==> config.mk <==
export PLATFORM = sky130hd
export DESIGN_NAME = usb_interface_endpoint_finder
export DESIGN_NICKNAME = d
export VERILOG_FILES = /design/src/usbef_pkg.sv /design/src/usb_interface_endpoint_finder.sv /design/src/usbef_step.sv
export SDC_FILE = /design/constraint.sdc
export NUM_CORES = 1
export LEC_CHECK = 0
export BUFFER_PORTS_ARGS = -buffer_cell sky130_fd_sc_hd__buf_2
export CAP_MARGIN = 20
export CORE_UTILIZATION = 45
export CTS_CLUSTER_DIAMETER = 150
export DETAILED_ROUTE_END_ITERATION = 7
export PLACE_DENSITY_LB_ADDON = 0.1
export SYNTH_ARGS = -nofsm -noshare
export SYNTH_HDL_FRONTEND = slang
export SYNTH_SLANG_ARGS = --single-unit
==> constraint.sdc <==
create_clock -name clk -period 8 [get_ports clk]
set_input_delay 0.8 -clock clk [delete_from_list [all_inputs] [get_ports clk]]
set_output_delay 0.8 -clock clk [all_outputs]
set_load 0.01 [all_outputs]
==> src/usbef_pkg.sv <==
// ----------------------------------------------------------------------------
// usbef_pkg
// Types and constants shared by the endpoint finder and its checker.
// ----------------------------------------------------------------------------
package usbef_pkg;

    localparam int CFG_INDEX_W = 2;

    localparam logic [CFG_INDEX_W-1:0] CFG_WANT_CLASS    = 2'd0;
    localparam logic [CFG_INDEX_W-1:0] CFG_WANT_SUBCLASS = 2'd1;
    localparam logic [CFG_INDEX_W-1:0] CFG_WANT_PROTOCOL = 2'd2;

    localparam logic [7:0] WANT_CLASS_RST    = 8'hFF;
    localparam logic [7:0] WANT_SUBCLASS_RST = 8'h42;
    localparam logic [7:0] WANT_PROTOCOL_RST = 8'h01;

    localparam logic [7:0] KIND_INTERFACE = 8'h04;
    localparam logic [7:0] KIND_ENDPOINT  = 8'h05;
    localparam logic [7:0] MIN_HEADER_LEN = 8'd4;
    localparam logic [7:0] MIN_IFACE_LEN  = 8'd8;
    localparam logic [7:0] MIN_EP_LEN     = 8'd3;

    typedef struct packed {
        logic [7:0] data_byte;
        logic       start_mark;
    } in_t;

    typedef struct packed {
        logic       done_res;
        logic       found;
        logic       malformed;
        logic [7:0] interface_number;
        logic [7:0] in_endpoint;
        logic [7:0] out_endpoint;
    } out_t;

    typedef struct packed {
        logic [7:0] want_class;
        logic [7:0] want_subclass;
        logic [7:0] want_protocol;
    } cfg_t;

    typedef struct packed {
        logic [15:0] set_offset;
        logic [15:0] total_length;
        logic [7:0]  header_length;
        logic [7:0]  desc_position;
        logic [7:0]  desc_length;
        logic [7:0]  desc_kind;
        logic [7:0]  pending_number;
        logic        class_ok;
        logic        subclass_ok;
        logic        inside_match;
        logic [7:0]  matched_number;
        logic [7:0]  in_address;
        logic [7:0]  out_address;
        logic        halted;
        logic        bad_flag;
    } state_t;

endpackage

==> src/usb_interface_endpoint_finder.sv <==
// ----------------------------------------------------------------------------
// usb_interface_endpoint_finder
// Walks a configuration descriptor byte by byte, finds the matching interface
// and records its IN and OUT endpoint addresses.
// ----------------------------------------------------------------------------
//  channel  | signals                               | direction
//  byte     | byte_valid, byte_stall, byte_data     | in, one descriptor byte
//  status   | status_valid, status_stall, status_data | out, one per byte
//  cfg      | cfg_valid, cfg_ready, cfg_index, cfg_data | in, register write
//
// one byte per cycle while byte_stall is low; its status is registered when
// the byte is taken. the parser state and the status register are
// loaded in the same edge, so the per-byte update is the only logic path.
// after reset the parser is idle and reports done until a start mark.
// byte_stall is high only while a status waits with status_stall high.
// ----------------------------------------------------------------------------
module usb_interface_endpoint_finder
(
    input  logic                                clk,
    input  logic                                rst_n,
    input  logic                                byte_valid,
    output logic                                byte_stall,
    input  usbef_pkg::in_t                      byte_data,
    output logic                                status_valid,
    input  logic                                status_stall,
    output usbef_pkg::out_t                     status_data,
    input  logic                                cfg_valid,
    output logic                                cfg_ready,
    input  logic [usbef_pkg::CFG_INDEX_W-1:0]   cfg_index,
    input  logic [7:0]                          cfg_data
);

    usbef_pkg::state_t state_reg;
    usbef_pkg::state_t state_next;
    usbef_pkg::cfg_t   cfg_reg;
    usbef_pkg::out_t   status_reg;
    usbef_pkg::out_t   status_next;
    logic              status_valid_reg;
    logic              accept;

    assign byte_stall   = status_valid_reg && status_stall;
    assign accept       = byte_valid && !byte_stall;
    assign cfg_ready    = 1'b1;
    assign status_valid = status_valid_reg;
    assign status_data  = status_reg;

    usbef_step u_step
    (
        .cur    (state_reg),
        .item   (byte_data),
        .cfg    (cfg_reg),
        .nxt    (state_next),
        .result (status_next)
    );

    always_ff @(posedge clk or negedge rst_n)
    begin
        if (!rst_n)
        begin
            cfg_reg.want_class    <= usbef_pkg::WANT_CLASS_RST;
            cfg_reg.want_subclass <= usbef_pkg::WANT_SUBCLASS_RST;
            cfg_reg.want_protocol <= usbef_pkg::WANT_PROTOCOL_RST;
        end
        else if (cfg_valid && cfg_ready)
        begin
            case (cfg_index)
                usbef_pkg::CFG_WANT_CLASS:    cfg_reg.want_class    <= cfg_data;
                usbef_pkg::CFG_WANT_SUBCLASS: cfg_reg.want_subclass <= cfg_data;
                usbef_pkg::CFG_WANT_PROTOCOL: cfg_reg.want_protocol <= cfg_data;
                default:                      cfg_reg               <= cfg_reg;
            endcase
        end
    end

    always_ff @(posedge clk or negedge rst_n)
    begin
        if (!rst_n)
        begin
            state_reg        <= '{halted: 1'b1, default: '0};
            status_valid_reg <= 1'b0;
        end
        else if (accept)
        begin
            state_reg        <= state_next;
            status_valid_reg <= 1'b1;
        end
        else if (!status_stall)
        begin
            status_valid_reg <= 1'b0;
        end
    end

    always_ff @(posedge clk)
    begin
        if (accept)
        begin
            status_reg <= status_next;
        end
    end

endmodule

==> src/usbef_step.sv <==
// ----------------------------------------------------------------------------
// usbef_step
// Per-byte parser update: next walker state and status for one byte.
// ----------------------------------------------------------------------------
module usbef_step
(
    input  usbef_pkg::state_t cur,
    input  usbef_pkg::in_t    item,
    input  usbef_pkg::cfg_t   cfg,
    output usbef_pkg::state_t nxt,
    output usbef_pkg::out_t   result
);

    usbef_pkg::state_t n;
    logic [7:0]  b;
    logic [15:0] o;
    logic [7:0]  pos;
    logic [7:0]  pos_inc;
    logic [16:0] desc_end;
    logic [15:0] off_inc;

    always_comb
    begin
        n        = cur;
        b        = item.data_byte;
        o        = 16'd0;
        pos      = 8'd0;
        pos_inc  = 8'd0;
        desc_end = 17'd0;
        off_inc  = 16'd0;

        if (item.start_mark)
        begin
            n.set_offset     = 16'd0;
            n.total_length   = 16'd0;
            n.header_length  = 8'd0;
            n.desc_position  = 8'd0;
            n.desc_length    = 8'd0;
            n.desc_kind      = 8'd0;
            n.pending_number = 8'd0;
            n.class_ok       = 1'b0;
            n.subclass_ok    = 1'b0;
            n.inside_match   = 1'b0;
            n.in_address     = 8'd0;
            n.out_address    = 8'd0;
            n.halted         = 1'b0;
            n.bad_flag       = 1'b0;
        end

        if (!n.halted)
        begin
            o = n.set_offset;

            // header fields
            if (o == 16'd0)
            begin
                n.header_length = b;
                if (b < usbef_pkg::MIN_HEADER_LEN)
                begin
                    n.halted   = 1'b1;
                    n.bad_flag = 1'b1;
                end
            end
            else if (o == 16'd2)
            begin
                n.total_length[7:0] = b;
            end
            else if (o == 16'd3)
            begin
                n.total_length[15:8] = b;
                if ({b, n.total_length[7:0]} <= {8'd0, n.header_length})
                begin
                    n.halted = 1'b1;
                end
            end

            // descriptor walk past the header
            if (!n.halted && o >= 16'd4 && o >= {8'd0, n.header_length})
            begin
                pos      = n.desc_position;
                desc_end = {1'b0, o} + {9'd0, b};
                if (pos == 8'd0)
                begin
                    if (b == 8'd0 || desc_end > {1'b0, n.total_length})
                    begin
                        n.halted   = 1'b1;
                        n.bad_flag = 1'b1;
                    end
                    else
                    begin
                        n.desc_length = b;
                        n.desc_kind   = 8'd0;
                    end
                end
                else if (pos == 8'd1)
                begin
                    n.desc_kind = b;
                    if (b == usbef_pkg::KIND_INTERFACE)
                    begin
                        n.inside_match = 1'b0;
                        n.class_ok     = 1'b0;
                        n.subclass_ok  = 1'b0;
                    end
                end
                else if (n.desc_kind == usbef_pkg::KIND_INTERFACE &&
                         n.desc_length >= usbef_pkg::MIN_IFACE_LEN)
                begin
                    if (pos == 8'd2)
                    begin
                        n.pending_number = b;
                    end
                    else if (pos == 8'd5)
                    begin
                        n.class_ok = (b == cfg.want_class);
                    end
                    else if (pos == 8'd6)
                    begin
                        n.subclass_ok = (b == cfg.want_subclass);
                    end
                    else if (pos == 8'd7)
                    begin
                        if (n.class_ok && n.subclass_ok && b == cfg.want_protocol)
                        begin
                            n.inside_match   = 1'b1;
                            n.matched_number = n.pending_number;
                        end
                        else
                        begin
                            n.inside_match = 1'b0;
                        end
                    end
                end
                else if (n.desc_kind == usbef_pkg::KIND_ENDPOINT &&
                         n.desc_length >= usbef_pkg::MIN_EP_LEN &&
                         pos == 8'd2 && n.inside_match)
                begin
                    if (b[7])
                    begin
                        n.in_address = b;
                    end
                    else
                    begin
                        n.out_address = b;
                    end
                end

                if (!n.halted)
                begin
                    pos_inc         = pos + 8'd1;
                    n.desc_position = (pos_inc >= n.desc_length) ? 8'd0 : pos_inc;
                end
            end

            if (!n.halted)
            begin
                off_inc      = o + 16'd1;
                n.set_offset = off_inc;
                if (off_inc >= 16'd4 && off_inc >= n.total_length)
                begin
                    n.halted = 1'b1;
                end
            end
        end

        nxt                     = n;
        result.done_res         = n.halted;
        result.found            = (n.in_address != 8'd0) && (n.out_address != 8'd0);
        result.malformed        = n.bad_flag;
        result.interface_number = n.matched_number;
        result.in_endpoint      = n.in_address;
        result.out_endpoint     = n.out_address;
    end

endmodule

# Word level (Yosys, flattened, before mapping)
# Cells that the tools add are included.
# Widths: inputs -> output; s select.
[totals]
regBits = 153
input_bits = 24
word_cells = 133
out_inout_bits = 30
[op_classes]
n_reduce_logical = 24
n_addsub = 3
magnitude_cmp = 10
n_mux = 55
eq_ne = 16
[op_table]
columns = ["operator", "count"]
rows = [
  ["$mux 8", 17],
  ["$mux 61", 2],
  ["$mux 101", 1],
  ["$mux 16", 6],
  ["$mux 75", 1],
  ["$eq 8x3->1 const B", 6],
  ["$mux 35", 1],
  ["$eq 16x2->1 const B", 2],
  ["$ge 16x3->1 const B", 2],
  ["$eq 8x8->1", 3],
  ["$mux 24", 1],
  ["$mux 19", 1],
  ["$mux 18", 1],
  ["$mux 9", 2],
  ["$add 16x8->17", 1],
  ["$gt 17x16->1", 1],
  ["$add 16x1->16 const B", 1],
  ["$ge 16x16->1", 1],
  ["$ge 16x8->1", 1],
  ["$le 16x8->1", 1],
  ["$logic_not 16->1", 1],
  ["$logic_not 8->1", 2],
  ["$reduce_bool 8->1", 2],
  ["$mux 1", 13],
  ["other kinds (19)", 38],
]

# Longest topological paths before layout
[logic_depth]
depth_word = 21
ltp_mapped = 36
depth_no_buf = 30

# Cells and area by module
# From an unflattened synthesis, not the netlist that was laid out.
[hier_totals]
hier_cells = 1107
hier_area_um2 = 11553.6
[modules_own_cells]
columns = ["module", "cells_each", "instances", "seq_area_each_um2", "area_each_um2"]
rows = [
  ["usb_interface_endpoint_finder", 297, 1, 3978.8, 5962.0],
  ["usbef_step", 810, 1, 0.0, 5591.6],
]

# Worst setup path before layout
# OpenSTA, ideal clock, no wires.
[synth_path]
path_type = "input to register"
startpoint = "input byte_data[0] (netlist bit)"
endpoint = "register state_reg[55] (netlist bit)"
path_stages = 35
setup_ns = 0.122
t_arrival_ns = 7.903
path_slack_ns = -0.024
path_buffers = 7
required_ns = 7.878
cell_sequence = "buf_6 buf_2 buf_2 clkbuf_1 clkbuf_1 clkbuf_1 nor2b_1 ha_1 a21o_1 maj3_1 maj3_1 o2111ai_1 a31oi_1 o2111ai_1 xnor2_1 nor2_1 ha_1 a211oi_1 o21ai_0 o211a_1 or4_1 o22ai_1 nand3_1 clkbuf_1 nand3_1 o21ai_0 ha_1 nand2b_1 a21o_1 a21oi_1 o211a_1 a21oi_1 o21ai_0 or4_1 a32o_1"
[synth_via]
elab_chain_cells = 18
elab_cells_between_ends = 42
cone_classes = "2 x add/sub; 5 x order compare; 2 x eq/ne; 27 x mux; 6 x reduce/logical"
[synth_lines]
columns = ["element", "line", "text"]
rows = [
  ["from (decl)", "usb_interface_endpoint_finder.sv:23", "input usbef_pkg::in_t byte_data,"],
  ["$mux 75", "usbef_step.sv:32", "if (item.start_mark)"],
  ["$eq 16x2->1", "usbef_step.sv:68", "else if (o == 16'd3)"],
  ["$mux 8", "usbef_step.sv:68", ""],
  ["$mux 8", "usbef_step.sv:64", "else if (o == 16'd2)"],
  ["$mux 16", "usbef_step.sv:55", "if (o == 16'd0)"],
  ["$mux 16", "usbef_step.sv:50", "if (!n.halted)"],
  ["$gt 17x16->1", "usbef_step.sv:84", "if (b == 8'd0 || desc_end > {1'b0, n.total_length})"],
  ["$logic_or 1x1->1", "usbef_step.sv:84", ""],
  ["[... 2 more ...]", "--", ""],
  ["$mux 8", "usbef_step.sv:78", "if (!n.halted && o >= 16'd4 && o >= {8'd0, n.header_length})"],
  ["$mux 8", "usbef_step.sv:50", ""],
  ["$ge 8x8->1", "usbef_step.sv:150", "n.desc_position = (pos_inc >= n.desc_length) ? 8'd0 : pos_inc;"],
  ["$mux 8", "usbef_step.sv:150", ""],
  ["$mux 8", "usbef_step.sv:147", "if (!n.halted)"],
  ["$mux 61", "usbef_step.sv:78", ""],
  ["$mux 61", "usbef_step.sv:50", ""],
  ["$mux 101 *", "usbef_step.sv:50", ""],
  ["to (signal assigned)", "usb_interface_endpoint_finder.sv:84", "state_reg <= state_next;"],
  ["to (decl)", "usb_interface_endpoint_finder.sv:33", "usbef_pkg::state_t state_reg;"],
]
# Every way passes the cells marked *; elsewhere a longest branch is shown, timed or not. The select of a mux whose other input is x is not followed.
# A chain may end at the register's enable or synchronous reset.

# Worst setup path in the final report
# Ends and elaborated chain as after synthesis.

==> summary.txt <==
first-pass GRT wire length -> 44500 µm
Post-Synth Adder-Cell Area -> 0.0848
drt first pass iters -> 5
Post-synth ARST share -> 0.824
cell count of the worst reg-to-reg path -> 31
post-CTS setup buffers -> 0
I/O pin total -> 54
H-tree Lvls -> 4
slew margin rel. -> 0.385
dominant cells by area after synthesis -> dfrtp_1 28%, ha_1 8.1%, edfxtp_1 8.1%
die width -> 152 µm
area grow syn2layout -> 11.3%
synth unique cells -> 78
grt ovf -> 0
fin crit share -> 0.906
most used cell, CP -> o21ai_0
largest net degree at the start of global routing -> 70
Yosys reg bits -> 153
IO Port Bufs -> 52
starting density of the core -> 0.460
Diodes inserted -> 0
clk_skew -> 16.2 ps
delay-heaviest family, CP -> compound AO/OA/AOI/OAI gates
clock slew at reported path FFs -> 70 ps
Hold WS -> 476 ps
Finish-stage setup viols -> 0
Syn Nets -> 1117
gp weighted congestion -> 0.898
Most used DFF post-synth -> dfrtp_1
number of clock sinks -> 153
Post-Synth XOR/XNOR Area -> 0.0487
Die H -> 152 µm
Yosys top cell by area -> dfrtp_1
Iter 0 DRT Violations -> 630
clk_lat worst skew -> 440 ps
number of max-cap violations -> 0
Post-CTS Resized -> 0
dpl ws -> 411 ps
crit path max fanout -> 17
Wirelength per Cell -> 20.6 µm
RR Startpoint -> state_reg[85]
setup TNS -> 0 ps
RSZ-0062 raised after global routing -> no
worst-case vdd ir drop -> 122 µV
Mapped Cells -> 1027
Yosys top cell area share -> 0.283
FP Rows -> 54
clk root buf -> clkbuf_16
status -> finished, final reports clean
synthesized area per cell -> 9.80 µm²
fraction of layout cells with a size suffix above 1 -> 0.183
Post-Synth Simple-Gate Area -> 0.181
Reg-to-Reg End -> state_reg[55]
Crit. End Element -> flop
worst endpoint required time -> 8320 ps
worst setup path category -> in2reg
Vias/cell -> 5.90
final worst slack -> 750 ps
Worst EP arrival -> 7570 ps
Slowest-stage cell, CP -> or4_1
worst stage delay on the critical path -> 420 ps
mux share of post-synthesis cell area -> 0.0911
Pwr Density -> 210 nW/µm²
most frequent cells in the layout -> 114 x dfrtp_1, 99 x nand2_1, 65 x ha_1
total CTS buffers -> 17
fin. max-slew vios -> 0
post-synthesis sequential area ratio -> 0.395
Max Fclk -> 0.138 GHz
DRT antenna net count -> 0
max FFs per register -> 101
clk buf depth -> 2
HP Class -> in2async
DRC Markers -> 0
antenna violations before repair -> 0
routed vias -> 8030
nets@finish -> 1158
core box area -> 21900 µm²
cts hold-fix bufs -> 0
CTS tree -> done
die area -> 23000 µm²
Finished Layout Cells -> 1361
commonest non-fill, non-tap cell in the layout -> dfrtp_1
min cycle time layout -> 7250 ps
hpwl dp -> 19800 µm
Hold Vio Cnt, Final -> 0
P_leak -> 5.03 nW
main combinational cell family by area after synthesis -> simple AND/OR/NAND/NOR gates
CP bufs+invs -> 3
Syn. warnings -> 0
# placed instances -> 1329
Tot GR Track Use -> 0.259
R2R setup slack -> 850 ps
vias in the first global route -> 7759
Post-synth EDFFs -> 27
crit path launch type -> primary input
post-synth design cell area -> 10100 µm²
Compound-Gate Fraction of Synth Area -> 0.158
Post-Route WL -> 28100 µm
Least-Margin Pin Slew -> 922 ps
[cell type report]
class / instances / area, µm²
clock buffer: 17 / 425
clock inverter: 15 / 146
fill: 2062 / 10700
inverter: 45 / 169
multi-input combinational: 775 / 5680
sequential: 153 / 3980
tap: 280 / 350
timing repair buffer: 76 / 443
[cell families (layout without fill, tap and decap cells)]
| group | Yosys count | count (layout) |
|---|---|---|
| simple gates | 344 | 344 |
| compound gates | 221 | 221 |
| flops | 153 | 153 |
| buf+inv | 99 | 153 |
| mux | 85 | 85 |
| fa+ha+maj | 68 | 68 |
| xor+xnor | 56 | 56 |
| other cells | 1 | 1 |
[power breakdown]
group	total [mW]	internal (mW)	switching, mW
Sequential	0.929	0.873	0.0551
Combinational	0.622	0.249	0.373
Clock	0.797	0.414	0.383
Total	2.35	1.54	0.812
[Yosys cell counts (6+ instances only)]
master     number
buf_2           6
nand2_1        99
nor3b_1        10
nor3_1         16
mux2i_1        32
a22o_1         23
edfxtp_1       27
nand4_1        15
nor4_1         15
o2111ai_1       8
ha_1           65
o211ai_1        6
mux2_2         48
xnor2_1        27
or4_1          10
nor2b_1        30
a31oi_1        17
and2_1          6
xor2_1         29
nor2_1         62
inv_1          43
nand3_1        30
a21oi_1        34
or3_1           6
clkbuf_1       38
a32o_1         14
nand2b_1       11
o21ai_0        49
a31o_2          6
dfrtp_1       114
a21o_1         20
dfstp_2        12
[how the worst max path moves through the flow]
stage	start	to	depth (start not counted)
after floorplan	byte_data[0]	state_reg[55]	35
after global placement	byte_data[0]	state_reg[55]	32
after detailed placement	byte_data[0]	state_reg[55]	32
after CTS	byte_data[0]	state_reg[55]	32
after global routing	byte_data[0]	state_reg[55]	31
final	byte_data[0]	state_reg[55]	32
[metrics by stage]
stage	power, mW	utilization	instance area [µm²]
after floorplan	1.37	-	10100
after global placement	1.55	0.485	10600
after detailed placement	1.56	0.485	10600
after CTS	2.36	0.511	11200
after global routing	2.48	0.511	11200
final	2.35	0.511	11200
[per-layer routing]
| layer | share of wire | wire length [µm] | GRT usage | vias up |
|---|---|---|---|---|
| li1 | - | - | - | 3842 |
| met1 | 0.48 | 13400 | 0.367 | 3925 |
| met2 | 0.45 | 12600 | 0.394 | 221 |
| met3 | 0.052 | 1470 | 0.0470 | 42 |
| met4 | 0.023 | 658 | 0.0926 | 0 |
| met5 | 0 | 0 | 0 | - |
No activity file was read; power rests on OpenSTA's default activity.
